$ cat config.mk
export PLATFORM = sky130hd
export DESIGN_NAME = velocity_command_smoother
export DESIGN_NICKNAME = d
export VERILOG_FILES = /design/src/vcs_pkg.sv /design/src/velocity_command_smoother.sv /design/src/vcs_regs.sv /design/src/vcs_dp.sv /design/src/vcs_ctrl.sv
export SDC_FILE = /design/constraint.sdc
export NUM_CORES = 1
export LEC_CHECK = 0
export ABC_AREA = 1
export CAP_MARGIN = 0
export CORE_ASPECT_RATIO = 1.25
export CORE_MARGIN = 5
export CORE_UTILIZATION = 56
export DETAILED_ROUTE_END_ITERATION = 12
export DONT_BUFFER_PORTS = 1
export GPL_ROUTABILITY_DRIVEN = 1
export PLACE_DENSITY = 0.77
export SETUP_SLACK_MARGIN = 0.4
export SLEW_MARGIN = 30
export SYNTH_ARGS = -nofsm -noshare
export SYNTH_HDL_FRONTEND = slang
export SYNTH_HIERARCHICAL = 1
export SYNTH_SLANG_ARGS = --single-unit
$ cat constraint.sdc
create_clock -name clk -period 10.3 [get_ports clk]
set_input_delay 2.06 -clock clk [delete_from_list [all_inputs] [get_ports clk]]
set_output_delay 2.06 -clock clk [all_outputs]
set_load 0.02 [all_outputs]
$ cat src/vcs_pkg.sv
`timescale 1ns / 1ps
// ----------------------------------------------------------------------------
// vcs_pkg
// Shared types and constants for the velocity command smoother.
// ----------------------------------------------------------------------------
package vcs_pkg;

    // Fixed field widths
    localparam int CMD_W        = 16;
    localparam int GAIN_W       = 12;
    localparam int ALPHA_W      = 9;
    localparam int MIN_W        = 15;
    localparam int CFG_IDX_W    = 3;
    localparam int CFG_DATA_W   = 15;
    localparam int COEF_W       = GAIN_W + 1;   // signed multiplier operand B
    localparam int FRAC_BITS    = 8;

    localparam int SPEED_WIDTH_DEF = 16;

    // Register reset values
    localparam logic [GAIN_W-1:0]  ANGULAR_GAIN_RST  = 12'd1280;
    localparam logic [GAIN_W-1:0]  LINEAR_GAIN_RST   = 12'd256;
    localparam logic [ALPHA_W-1:0] ANGULAR_ALPHA_RST = 9'd205;
    localparam logic [ALPHA_W-1:0] LINEAR_ALPHA_RST  = 9'd205;
    localparam logic [MIN_W-1:0]   MIN_LINEAR_RST    = 15'd38;
    localparam logic [MIN_W-1:0]   MIN_ANGULAR_RST   = 15'd26;

    localparam logic [ALPHA_W-1:0] ALPHA_ONE = 9'd256;

    typedef enum logic [CFG_IDX_W-1:0] {
        REG_ANGULAR_GAIN  = 3'd0,
        REG_LINEAR_GAIN   = 3'd1,
        REG_ANGULAR_ALPHA = 3'd2,
        REG_LINEAR_ALPHA  = 3'd3,
        REG_MIN_LINEAR    = 3'd4,
        REG_MIN_ANGULAR   = 3'd5
    } reg_idx_t;

    localparam logic ACT_COMMAND = 1'b0;
    localparam logic ACT_TICK    = 1'b1;

    typedef struct packed {
        logic [GAIN_W-1:0]  angular_gain;
        logic [GAIN_W-1:0]  linear_gain;
        logic [ALPHA_W-1:0] angular_alpha;
        logic [ALPHA_W-1:0] linear_alpha;
        logic [MIN_W-1:0]   lin_floor;
        logic [MIN_W-1:0]   ang_floor;
    } cfg_t;

    // Multiplier operand selection
    typedef enum logic [2:0] {
        MUL_LIN_GAIN  = 3'd0,
        MUL_ANG_GAIN  = 3'd1,
        MUL_LIN_PREV  = 3'd2,
        MUL_LIN_CUR   = 3'd3,
        MUL_ANG_PREV  = 3'd4,
        MUL_ANG_CUR   = 3'd5
    } mul_sel_t;

    typedef struct packed {
        logic     load_cmd;     // capture command word into held regs
        mul_sel_t mul_sel;
        logic     acc_load;     // acc <= product + rounding constant
        logic     lin_gain_wr;  // linear result <= round_sat(product)
        logic     ang_gain_wr;
        logic     lin_blend;    // linear result <= sat(acc + product)
        logic     ang_blend;
        logic     out_load;     // load output word
        logic     out_stop;     // output word is the stop word
    } dp_cmd_t;

    typedef struct packed {
        logic keep_alive;       // a previous output axis reaches its minimum
    } dp_stat_t;

endpackage

$ cat src/velocity_command_smoother.sv
`timescale 1ns / 1ps
// ----------------------------------------------------------------------------
// velocity_command_smoother
// Velocity command smoother: takes command words and republish ticks and
// gives one output word per command, and per tick while repeating. Forward
// speed and yaw rate are scaled by their gains and then blended with the
// last output by alpha (Q8.8 values, Q4.8 gains, Q1.8 alpha). A single
// shared 13-bit-coefficient multiplier does all products, one per cycle, so
// an item holds the block until it returns to idle: the first (unblended)
// output runs the gain products, a blended output also the blend products
// and an angular finishing step, the stop word only the write step; a tick
// that gives nothing leaves the block idle. The write step stalls while the
// previous word still waits on out_ready.
// The output register lets the next word be accepted while a result still
// waits on out_ready. Off-axis command components raise off_axis_warning.
// ----------------------------------------------------------------------------
module velocity_command_smoother
    import vcs_pkg::*;
#(
    parameter int SPEED_WIDTH = SPEED_WIDTH_DEF
)
(
    input  logic                          clk,
    input  logic                          rst_n,
    input  logic                          cfg_we,
    input  logic [CFG_IDX_W-1:0]          cfg_index,
    input  logic [CFG_DATA_W-1:0]         cfg_data,
    input  logic                          in_valid,
    output logic                          in_ready,
    input  logic                          action,
    input  logic signed [CMD_W-1:0]       cmd_linear_x,
    input  logic signed [CMD_W-1:0]       cmd_angular_z,
    input  logic signed [CMD_W-1:0]       cmd_linear_y,
    input  logic signed [CMD_W-1:0]       cmd_linear_z,
    input  logic signed [CMD_W-1:0]       cmd_angular_x,
    input  logic signed [CMD_W-1:0]       cmd_angular_y,
    output logic                          out_valid,
    input  logic                          out_ready,
    output logic signed [SPEED_WIDTH-1:0] out_linear_x,
    output logic signed [SPEED_WIDTH-1:0] out_angular_z,
    output logic                          is_stop,
    output logic                          off_axis_warning
);

    cfg_t     cfg;
    dp_cmd_t  dp_cmd;
    dp_stat_t dp_stat;

    vcs_regs u_regs (
        .clk       (clk),
        .rst_n     (rst_n),
        .cfg_we    (cfg_we),
        .cfg_index (cfg_index),
        .cfg_data  (cfg_data),
        .cfg       (cfg)
    );

    vcs_ctrl u_ctrl (
        .clk       (clk),
        .rst_n     (rst_n),
        .in_valid  (in_valid),
        .in_ready  (in_ready),
        .action    (action),
        .out_valid (out_valid),
        .out_ready (out_ready),
        .cmd       (dp_cmd),
        .stat      (dp_stat)
    );

    vcs_dp #(
        .SPEED_WIDTH (SPEED_WIDTH)
    ) u_dp (
        .clk              (clk),
        .cfg              (cfg),
        .cmd              (dp_cmd),
        .stat             (dp_stat),
        .cmd_linear_x     (cmd_linear_x),
        .cmd_angular_z    (cmd_angular_z),
        .cmd_linear_y     (cmd_linear_y),
        .cmd_linear_z     (cmd_linear_z),
        .cmd_angular_x    (cmd_angular_x),
        .cmd_angular_y    (cmd_angular_y),
        .out_linear_x     (out_linear_x),
        .out_angular_z    (out_angular_z),
        .is_stop          (is_stop),
        .off_axis_warning (off_axis_warning)
    );

endmodule

$ cat src/vcs_regs.sv
`timescale 1ns / 1ps
// ----------------------------------------------------------------------------
// vcs_regs
// Configuration register file, write only.
// ----------------------------------------------------------------------------
module vcs_regs
    import vcs_pkg::*;
(
    input  logic                  clk,
    input  logic                  rst_n,
    input  logic                  cfg_we,
    input  logic [CFG_IDX_W-1:0]  cfg_index,
    input  logic [CFG_DATA_W-1:0] cfg_data,
    output cfg_t                  cfg
);

    cfg_t cfg_reg;
    cfg_t cfg_next;

    always_comb
    begin
        cfg_next = cfg_reg;
        if (cfg_we)
        begin
            unique case (cfg_index)
                REG_ANGULAR_GAIN:  cfg_next.angular_gain  = cfg_data[GAIN_W-1:0];
                REG_LINEAR_GAIN:   cfg_next.linear_gain   = cfg_data[GAIN_W-1:0];
                REG_ANGULAR_ALPHA: cfg_next.angular_alpha = cfg_data[ALPHA_W-1:0];
                REG_LINEAR_ALPHA:  cfg_next.linear_alpha  = cfg_data[ALPHA_W-1:0];
                REG_MIN_LINEAR:    cfg_next.lin_floor     = cfg_data[MIN_W-1:0];
                REG_MIN_ANGULAR:   cfg_next.ang_floor     = cfg_data[MIN_W-1:0];
                default:           cfg_next = cfg_reg;
            endcase
        end
    end

    always_ff @(posedge clk or negedge rst_n)
    begin
        if (!rst_n)
        begin
            cfg_reg.angular_gain  <= ANGULAR_GAIN_RST;
            cfg_reg.linear_gain   <= LINEAR_GAIN_RST;
            cfg_reg.angular_alpha <= ANGULAR_ALPHA_RST;
            cfg_reg.linear_alpha  <= LINEAR_ALPHA_RST;
            cfg_reg.lin_floor     <= MIN_LINEAR_RST;
            cfg_reg.ang_floor     <= MIN_ANGULAR_RST;
        end
        else
        begin
            cfg_reg <= cfg_next;
        end
    end

    assign cfg = cfg_reg;

endmodule

$ cat src/vcs_dp.sv
`timescale 1ns / 1ps
// ----------------------------------------------------------------------------
// vcs_dp
// Datapath: held command, shared multiplier, accumulator, round/saturate,
// previous outputs and the output word register.
// ----------------------------------------------------------------------------
module vcs_dp
    import vcs_pkg::*;
#(
    parameter int SPEED_WIDTH = SPEED_WIDTH_DEF
)
(
    input  logic                          clk,
    input  cfg_t                          cfg,
    input  dp_cmd_t                       cmd,
    output dp_stat_t                      stat,
    input  logic signed [CMD_W-1:0]       cmd_linear_x,
    input  logic signed [CMD_W-1:0]       cmd_angular_z,
    input  logic signed [CMD_W-1:0]       cmd_linear_y,
    input  logic signed [CMD_W-1:0]       cmd_linear_z,
    input  logic signed [CMD_W-1:0]       cmd_angular_x,
    input  logic signed [CMD_W-1:0]       cmd_angular_y,
    output logic signed [SPEED_WIDTH-1:0] out_linear_x,
    output logic signed [SPEED_WIDTH-1:0] out_angular_z,
    output logic                          is_stop,
    output logic                          off_axis_warning
);

    localparam int SW    = SPEED_WIDTH;
    localparam int MA    = (SW > CMD_W) ? SW : CMD_W;   // operand A width
    localparam int PW    = MA + COEF_W;                 // product width
    localparam int ACC_W = PW + 1;

    localparam logic signed [ACC_W-1:0] RND    = ACC_W'(128);
    localparam logic signed [ACC_W-1:0] SAT_HI = {{(ACC_W-SW+1){1'b0}}, {(SW-1){1'b1}}};
    localparam logic signed [ACC_W-1:0] SAT_LO = {{(ACC_W-SW+1){1'b1}}, {(SW-1){1'b0}}};

    logic signed [CMD_W-1:0]  held_lin_reg;
    logic signed [CMD_W-1:0]  held_ang_reg;
    logic                     held_off_reg;
    logic signed [SW-1:0]     prev_lin_reg;
    logic signed [SW-1:0]     prev_ang_reg;
    logic signed [SW-1:0]     res_lin_reg;
    logic signed [SW-1:0]     res_ang_reg;
    logic signed [PW-1:0]     prod_reg;
    logic signed [PW-1:0]     prod_next;
    logic signed [ACC_W-1:0]  acc_reg;
    logic signed [MA-1:0]     mul_a;
    logic signed [COEF_W-1:0] mul_b;

    logic [ALPHA_W-1:0] alpha_lin;
    logic [ALPHA_W-1:0] alpha_ang;
    logic [ALPHA_W-1:0] inv_lin;
    logic [ALPHA_W-1:0] inv_ang;

    logic signed [ACC_W-1:0] rnd_sum;
    logic signed [ACC_W-1:0] rnd_shift;
    logic signed [SW-1:0]    rnd_sat;

    logic                    off_axis;
    logic [MA:0]             mag_lin;
    logic [MA:0]             mag_ang;

    // Alpha above one counts as one
    assign alpha_lin = (cfg.linear_alpha  > ALPHA_ONE) ? ALPHA_ONE : cfg.linear_alpha;
    assign alpha_ang = (cfg.angular_alpha > ALPHA_ONE) ? ALPHA_ONE : cfg.angular_alpha;
    assign inv_lin   = ALPHA_ONE - alpha_lin;
    assign inv_ang   = ALPHA_ONE - alpha_ang;

    always_comb
    begin
        case (cmd.mul_sel)
            MUL_LIN_GAIN:
            begin
                mul_a = MA'(held_lin_reg);
                mul_b = $signed({1'b0, cfg.linear_gain});
            end
            MUL_ANG_GAIN:
            begin
                mul_a = MA'(held_ang_reg);
                mul_b = $signed({1'b0, cfg.angular_gain});
            end
            MUL_LIN_PREV:
            begin
                mul_a = MA'(prev_lin_reg);
                mul_b = $signed(COEF_W'(alpha_lin));
            end
            MUL_LIN_CUR:
            begin
                mul_a = MA'(res_lin_reg);
                mul_b = $signed(COEF_W'(inv_lin));
            end
            MUL_ANG_PREV:
            begin
                mul_a = MA'(prev_ang_reg);
                mul_b = $signed(COEF_W'(alpha_ang));
            end
            MUL_ANG_CUR:
            begin
                mul_a = MA'(res_ang_reg);
                mul_b = $signed(COEF_W'(inv_ang));
            end
            default:
            begin
                mul_a = '0;
                mul_b = '0;
            end
        endcase
    end

    assign prod_next = mul_a * mul_b;

    // Round half up, drop the fraction, clamp to the speed range.
    // Accumulator already carries the rounding constant.
    assign rnd_sum   = (cmd.lin_blend || cmd.ang_blend) ? (acc_reg + ACC_W'(prod_reg))
                                                        : (ACC_W'(prod_reg) + RND);
    assign rnd_shift = rnd_sum >>> FRAC_BITS;

    always_comb
    begin
        if (rnd_shift > SAT_HI)
            rnd_sat = SAT_HI[SW-1:0];
        else if (rnd_shift < SAT_LO)
            rnd_sat = SAT_LO[SW-1:0];
        else
            rnd_sat = rnd_shift[SW-1:0];
    end

    assign off_axis = (cmd_linear_y | cmd_linear_z | cmd_angular_x | cmd_angular_y) != '0;

    assign mag_lin = prev_lin_reg[SW-1] ? -((MA+1)'(prev_lin_reg)) : (MA+1)'(prev_lin_reg);
    assign mag_ang = prev_ang_reg[SW-1] ? -((MA+1)'(prev_ang_reg)) : (MA+1)'(prev_ang_reg);

    assign stat.keep_alive = (mag_lin >= (MA+1)'(cfg.lin_floor)) ||
                             (mag_ang >= (MA+1)'(cfg.ang_floor));

    always_ff @(posedge clk)
    begin
        prod_reg <= prod_next;
        if (cmd.load_cmd)
        begin
            held_lin_reg <= cmd_linear_x;
            held_ang_reg <= cmd_angular_z;
            held_off_reg <= off_axis;
        end
        if (cmd.acc_load)
            acc_reg <= ACC_W'(prod_reg) + RND;
        if (cmd.lin_gain_wr || cmd.lin_blend)
            res_lin_reg <= rnd_sat;
        if (cmd.ang_gain_wr || cmd.ang_blend)
            res_ang_reg <= rnd_sat;
        if (cmd.out_load)
        begin
            if (cmd.out_stop)
            begin
                out_linear_x     <= '0;
                out_angular_z    <= '0;
                is_stop          <= 1'b1;
                off_axis_warning <= 1'b0;
            end
            else
            begin
                out_linear_x     <= res_lin_reg;
                out_angular_z    <= res_ang_reg;
                is_stop          <= 1'b0;
                off_axis_warning <= held_off_reg;
                prev_lin_reg     <= res_lin_reg;
                prev_ang_reg     <= res_ang_reg;
            end
        end
    end

endmodule

$ cat src/vcs_ctrl.sv
`timescale 1ns / 1ps
// ----------------------------------------------------------------------------
// vcs_ctrl
// Controller: handshakes, sequence of multiplies, filter control state.
// ----------------------------------------------------------------------------
module vcs_ctrl
    import vcs_pkg::*;
(
    input  logic     clk,
    input  logic     rst_n,
    input  logic     in_valid,
    output logic     in_ready,
    input  logic     action,
    output logic     out_valid,
    input  logic     out_ready,
    output dp_cmd_t  cmd,
    input  dp_stat_t stat
);

    typedef enum logic [7:0] {
        ST_IDLE     = 8'b0000_0001,
        ST_LIN_GAIN = 8'b0000_0010,
        ST_ANG_GAIN = 8'b0000_0100,
        ST_LIN_PREV = 8'b0000_1000,
        ST_LIN_CUR  = 8'b0001_0000,
        ST_ANG_PREV = 8'b0010_0000,
        ST_ANG_CUR  = 8'b0100_0000,
        ST_WRITE    = 8'b1000_0000
    } state_t;

    state_t state_reg, state_next;
    logic   published_reg, published_next;
    logic   repeat_reg, repeat_next;
    logic   stop_reg, stop_next;
    logic   out_valid_reg, out_valid_next;
    logic   ang_fin_reg, ang_fin_next;    // blended angular product pending

    always_comb
    begin
        state_next     = state_reg;
        published_next = published_reg;
        repeat_next    = repeat_reg;
        stop_next      = stop_reg;
        ang_fin_next   = 1'b0;
        out_valid_next = out_valid_reg;
        in_ready       = 1'b0;
        cmd            = '0;
        cmd.mul_sel    = MUL_LIN_GAIN;

        if (out_valid_reg && out_ready)
            out_valid_next = 1'b0;

        unique case (state_reg)
            ST_IDLE:
            begin
                in_ready = 1'b1;
                if (in_valid)
                begin
                    if (action == ACT_COMMAND)
                    begin
                        cmd.load_cmd = 1'b1;
                        stop_next    = 1'b0;
                        state_next   = ST_LIN_GAIN;
                    end
                    else if (repeat_reg)
                    begin
                        if (stat.keep_alive)
                        begin
                            stop_next  = 1'b0;
                            state_next = ST_LIN_GAIN;
                        end
                        else
                        begin
                            stop_next   = 1'b1;
                            repeat_next = 1'b0;
                            state_next  = ST_WRITE;
                        end
                    end
                end
            end
            ST_LIN_GAIN:
            begin
                cmd.mul_sel = MUL_LIN_GAIN;
                state_next  = ST_ANG_GAIN;
            end
            ST_ANG_GAIN:
            begin
                cmd.mul_sel     = MUL_ANG_GAIN;
                cmd.lin_gain_wr = 1'b1;
                state_next      = ST_LIN_PREV;
            end
            ST_LIN_PREV:
            begin
                cmd.mul_sel     = MUL_LIN_PREV;
                cmd.ang_gain_wr = 1'b1;
                state_next      = published_reg ? ST_LIN_CUR : ST_WRITE;
            end
            ST_LIN_CUR:
            begin
                cmd.mul_sel  = MUL_LIN_CUR;
                cmd.acc_load = 1'b1;
                state_next   = ST_ANG_PREV;
            end
            ST_ANG_PREV:
            begin
                cmd.mul_sel   = MUL_ANG_PREV;
                cmd.lin_blend = 1'b1;
                state_next    = ST_ANG_CUR;
            end
            ST_ANG_CUR:
            begin
                cmd.mul_sel  = MUL_ANG_CUR;
                cmd.acc_load = 1'b1;
                ang_fin_next = 1'b1;
                state_next   = ST_WRITE;
            end
            ST_WRITE:
            begin
                // first WRITE cycle after blending finishes the angular axis
                if (ang_fin_reg)
                begin
                    cmd.ang_blend = 1'b1;
                end
                else if (!out_valid_reg || out_ready)
                begin
                    cmd.out_load   = 1'b1;
                    cmd.out_stop   = stop_reg;
                    out_valid_next = 1'b1;
                    if (!stop_reg)
                    begin
                        published_next = 1'b1;
                        repeat_next    = 1'b1;
                    end
                    state_next = ST_IDLE;
                end
            end
            default:
            begin
                state_next = ST_IDLE;
            end
        endcase
    end

    always_ff @(posedge clk or negedge rst_n)
    begin
        if (!rst_n)
        begin
            state_reg     <= ST_IDLE;
            published_reg <= 1'b0;
            repeat_reg    <= 1'b0;
            stop_reg      <= 1'b0;
            out_valid_reg <= 1'b0;
            ang_fin_reg   <= 1'b0;
        end
        else
        begin
            state_reg     <= state_next;
            published_reg <= published_next;
            repeat_reg    <= repeat_next;
            stop_reg      <= stop_next;
            out_valid_reg <= out_valid_next;
            ang_fin_reg   <= ang_fin_next;
        end
    end

    assign out_valid = out_valid_reg;

endmodule
# After elaboration in Yosys (flattened, before gate mapping)
# Index checks and enable logic that the tools add are counted.
op_classes:
  bitwise_logic: 6
  addsub: 6
  n_reduce_logical: 23
  n_mul: 1
  order_cmp: 6
  eq_ne: 25
  n_mux: 47
ops:
  columns: ["operator", "count"]
  rows:
  - ["one-hot mux 16 bit (6 select lines)", 1]
  - ["one-hot mux 12 bit (6 select lines)", 1]
  - ["one-hot mux 8 bit (8 select lines)", 1]
  - ["two-way mux 8 bit", 7]
  - ["OR 16 bit", 3]
  - ["greater-or-equal comparator 17 x 15 -> 1 bit", 2]
  - ["two-way mux 17 bit", 2]
  - ["negator 16 -> 17 bit", 2]
  - ["two-way mux 16 bit", 2]
  - ["adder 29 x 9 -> 30 bit, second input constant", 1]
  - ["adder 30 x 29 -> 30 bit", 1]
  - ["two-way mux 30 bit", 1]
  - ["multiplier 16 x 13 -> 29 bit", 1]
  - ["two-way mux 1 bit", 25]
  - ["> comparator 22 x 16 -> 1 bit, second input constant", 1]
  - ["< comparator 22 x 16 -> 1 bit, second input constant", 1]
  - ["> comparator 9 bit, second input constant", 2]
  - ["two-way mux 9 bit", 2]
  - ["subtractor 9 bit, first input constant", 2]
  - ["nonzero test 16 bit", 1]
  - ["one-hot mux 3 bit (5 select lines)", 1]
  - ["AND reduction 2 bit", 7]
  - ["equality test 3 x 2 -> 1 bit, second input constant", 4]
  - ["equality test 3 bit, second input constant", 4]
  - ["other kinds (25)", 39]
totals:
  elab_cells: 139
  input_bits: 120
  ff_bits: 275

# Depth between registers and ports, before layout
logic_depth:
  word_depth: 10
  ltp_mapped: 43

# By module
# Netlist, hierarchy kept.
modules_own_cells:
  columns: ["mod", "area_each_um2", "seq_area_each_um2", "n_inst", "cells_each"]
  rows:
  - ["vcs_dp", 18562.8, 5415.2, 1, 2258]
  - ["vcs_regs", 2976.6, 1825.5, 1, 323]
  - ["vcs_ctrl", 807.0, 326.6, 1, 108]

# Worst setup path before layout
# Ideal clock, no wire load.
synth_path:
  path_type: "flip-flop to flip-flop"
  startpoint: "reg u_ctrl.state_reg[2]"
  endpoint: "reg u_dp.prod_reg[26]"
  path_stages_with_launch: 34
  setup_time_ns: 0.125
  slack_ns: 2.944
  t_arrival_ns: 7.231
  path_buffers: 2
  path_cell_list: "dfrtp_1 > inv_2 > nand2_4 > nor2_4 > nand3_2 > nand3_1 > nand2_1 > nor2_8 > inv_4 > buf_2 > o21ai_1 > inv_1 > ha_1 > a32oi_1 > nand4_1 > inv_1 > clkbuf_1 > nor2_1 > fa_1 > fa_1 > inv_1 > fa_1 > inv_1 > fa_1 > inv_1 > fa_1 > inv_1 > ha_1 > nand2_1 > nor4_1 > nand4_1 > nand3_1 > a31oi_1 > xor2_1"
synth_rtl:
  columns: ["element", "line", "text"]
  rows:
  - ["start, declared", "vcs_ctrl.sv:31", "state_t state_reg, state_next;"]
  - ["start signal, assigned", "vcs_ctrl.sv:157", "state_reg <= state_next;"]
  - ["end signal, assigned", "vcs_dp.sv:139", "prod_reg <= prod_next;"]
  - ["end, declared", "vcs_dp.sv:45", "logic signed [PW-1:0] prod_reg;"]

==> impl_results.md <==
- Slowest stage cell, crit path: fa_1
- HP Start: u_dp/res_ang_reg[13]$_DFFE_PP_
- Min-delay worst type: register to register
- Die Width: 189 µm
- Synthesis-stage register bit count: 275
- First-pass GRT wire length: 95900 µm
- Post-synth top area cell: edfxtp_1
- Worst r2r src: u_ctrl/state_reg[0]$_DFFE_PN1P_
- Minimum clock period: 8530 ps
- Fin Setup TNS: 0 ps
- Die Area: 44000 µm²
- Share of cells above drive strength 1: 0.0653
- Synth warn: 6
- Top fanout value on the critical path: 19
- Grt peak-use layer: met2
- Netlist Area Pre-Place: 22300 µm²
- Worst setup startpoint: u_ctrl/state_reg[0]$_DFFE_PN1P_
- # IOs: 156
- Worst Setup End Kind: register
- Delay-heaviest family, CP: adder cells
- CTS tree: done
- Sequential fraction of the synthesis area: 0.339
- Ranking of synthesized cells by area: edfxtp_1, fa_1, nand2_1
- Hold Path Stages: 0
- Setup-failing EPs final: 0
- DRC: 0
- Post-cts resize count: 0
- Netlist cell types: 63
- Syn avg cell area: 8.31 µm²
- ANT nets after route: 0
- Synth cell count leaders: nand2_1, inv_1, nor2_1
- CP Depth: 28
- Vias: 17.9k
- Post-CTS Setup Bufs: 0
- Core area: 39300 µm²
- Most common cell in the synthesized netlist: nand2_1
- Pin count of the biggest net entering global routing: 86
- CP Launch Type: register
- Worst relative slew slack: 0.336
- Antenna violations before repair: 0
- Layout fillers: 3420
- WL/cell: 18.9 µm
- Place WS: 1490 ps
- Via density per instance: 5.58
- Primary FF master, synth: edfxtp_1
- Vias in the first global route: 18.4k
- HPWL Detailed: 49100 µm
- Period utilisation layout: 0.828
- Number of cell rows: 81
- Met3 usage: 0.0281
- R2r worst-path depth: 28
- CP Class: register to register
- Max cap viols: 0
- Final Wtd Congestion: 0.976
- Initial Util: 0.568
- Total track usage: 0.275
- Die Ht: 233 µm
- Worst-Margin Slew: 991 ps
- Fin. Hold Viols: 0
- Worst path buffer plus inverter count: 7
- Crit path required time: 10750 ps
- Worst clock skew: 24.7 ps
- Pins over their slew limit: 0
- Final instance area: 23900 µm²
- Worst-skew pair later-pin latency: 570 ps
- Max Buffers Root-to-Sink: 3
- Syn_nets: 3116
- Max FFs per register: 72
- Pre-antenna DRT Iters: 8
- IO buf count: 0
- TritonCTS Sinks: 275
- Crit path largest cell delay: 850 ps
- Synth async-reset ratio: 0.309
- Initial DRC count: 1342
- Fmax: 117 MHz
- GRT overflow: 0
- Met2 usage: 0.502
- RSZ-0062 raised after global routing: false
- Worst setup margin: 1770 ps
- Final net count: 3114
- Synth Instances: 2689
- Number of H-tree levels: 1
- Post-CTS Hold Fix Bufs: 0
- Area grow syn2layout: 6.74%
- Worst EP arrival: 8980 ps
- Reg clk slew, reported paths: 70 ps
- Num CTS Buffers: 28
- GR Util met1: 0.327
- Clock root buffer: clkbuf_16
- Synth top area share: 0.216
- EDFF count, synth: 161
- N_diodes: 0
- Most common cell on crit path: inv_1
- Status: complete, no violations
- Routed Wire Length: 60500 µm
- Placed Area: 22900 µm²
[cell families after synthesis]
family          Yosys count  share of synthesized area
compound gates          213                     0.0593
xor+xnor                 78                     0.0306
fa+ha+maj               307                      0.232
buf+inv                 615                      0.108
flops                   275                      0.339
simple gates           1201                      0.232
[worst paths after layout]
| kind | slack (ps) | endpoint |
|---|---|---|
| setup / recovery | 1770 | u_dp/prod_reg[26]$_DFF_P_ |
| hold / removal | 450 | u_dp/prev_ang_reg[13]$_DFFE_PP_ |
| setup reg to reg | 1770 | u_dp/prod_reg[26]$_DFF_P_ |
| hold reg to reg | 450 | u_dp/prev_ang_reg[13]$_DFFE_PP_ |
| max in group asynchronous | 8880 | u_regs/cfg[20]$_DFFE_PN1P_ |
| min in group asynchronous | 1200 | u_regs/cfg[35]$_DFFE_PN0P_ |
[stage by stage]
| stage | cells | utilization | hold slack (ps) |
|---|---|---|---|
| floorplan | 2689 | - | 415 |
| global placement | 3154 | 0.580 | 432 |
| detailed placement | 3155 | 0.581 | 432 |
| CTS | 3207 | 0.606 | 447 |
| global route | 3207 | 0.607 | 458 |
| finish | 3207 | 0.607 | 447 |
[metal layers]
metal  up-vias  routed length (µm)  share of wire
met5         -                   0              0
met4         0                3140          0.052
met3       164                2950          0.049
met2       655               31000           0.51
met1      8677               23400           0.39
li1       8394                   -              -
[cell usage in the layout, fill, tap and decap left out, drive strengths merged, types with 14 or more instances in the layout]
master and count:
o22ai 27, nor3 47, fa 178, nand4 18, nor4 21, dfstp 20, a21oi 55, edfxtp 161
buf 15, a32o 14, nor2 295, ha 129, dfxtp 29, inv 569, xnor2 21, xor2 57
dfrtp 65, nand3 132, nand2 670, clkbuf 37, o21ai 67
[final cells by class]
cell class	count	area (µm²)	area share
Inverter	568	2140	0.0896
Clock buffer	37	826	0.0346
Sequential cell	275	7570	0.317
Clock inverter	15	165	0.00692
Tap cell	498	623	0.0261
Timing Repair Buffer	15	133	0.00556
Multi-Input combinational cell	1799	12400	0.520
[worst reg2reg max path: cells and delay by family (launching register included)]
family | cells | cell delay, ps
flip-flops | 1 | 550
buffers and inverters | 7 | 1060
AO/OA/AOI/OAI | 2 | 270
adder cells (fa/ha/maj) | 6 | 3320
AND/OR/NAND/NOR | 12 | 3070
XOR/XNOR | 1 | 160
Power is left out: the tool's default activity adds up to more than one toggle a clock period on the data nets, which glitch-free logic cannot reach.
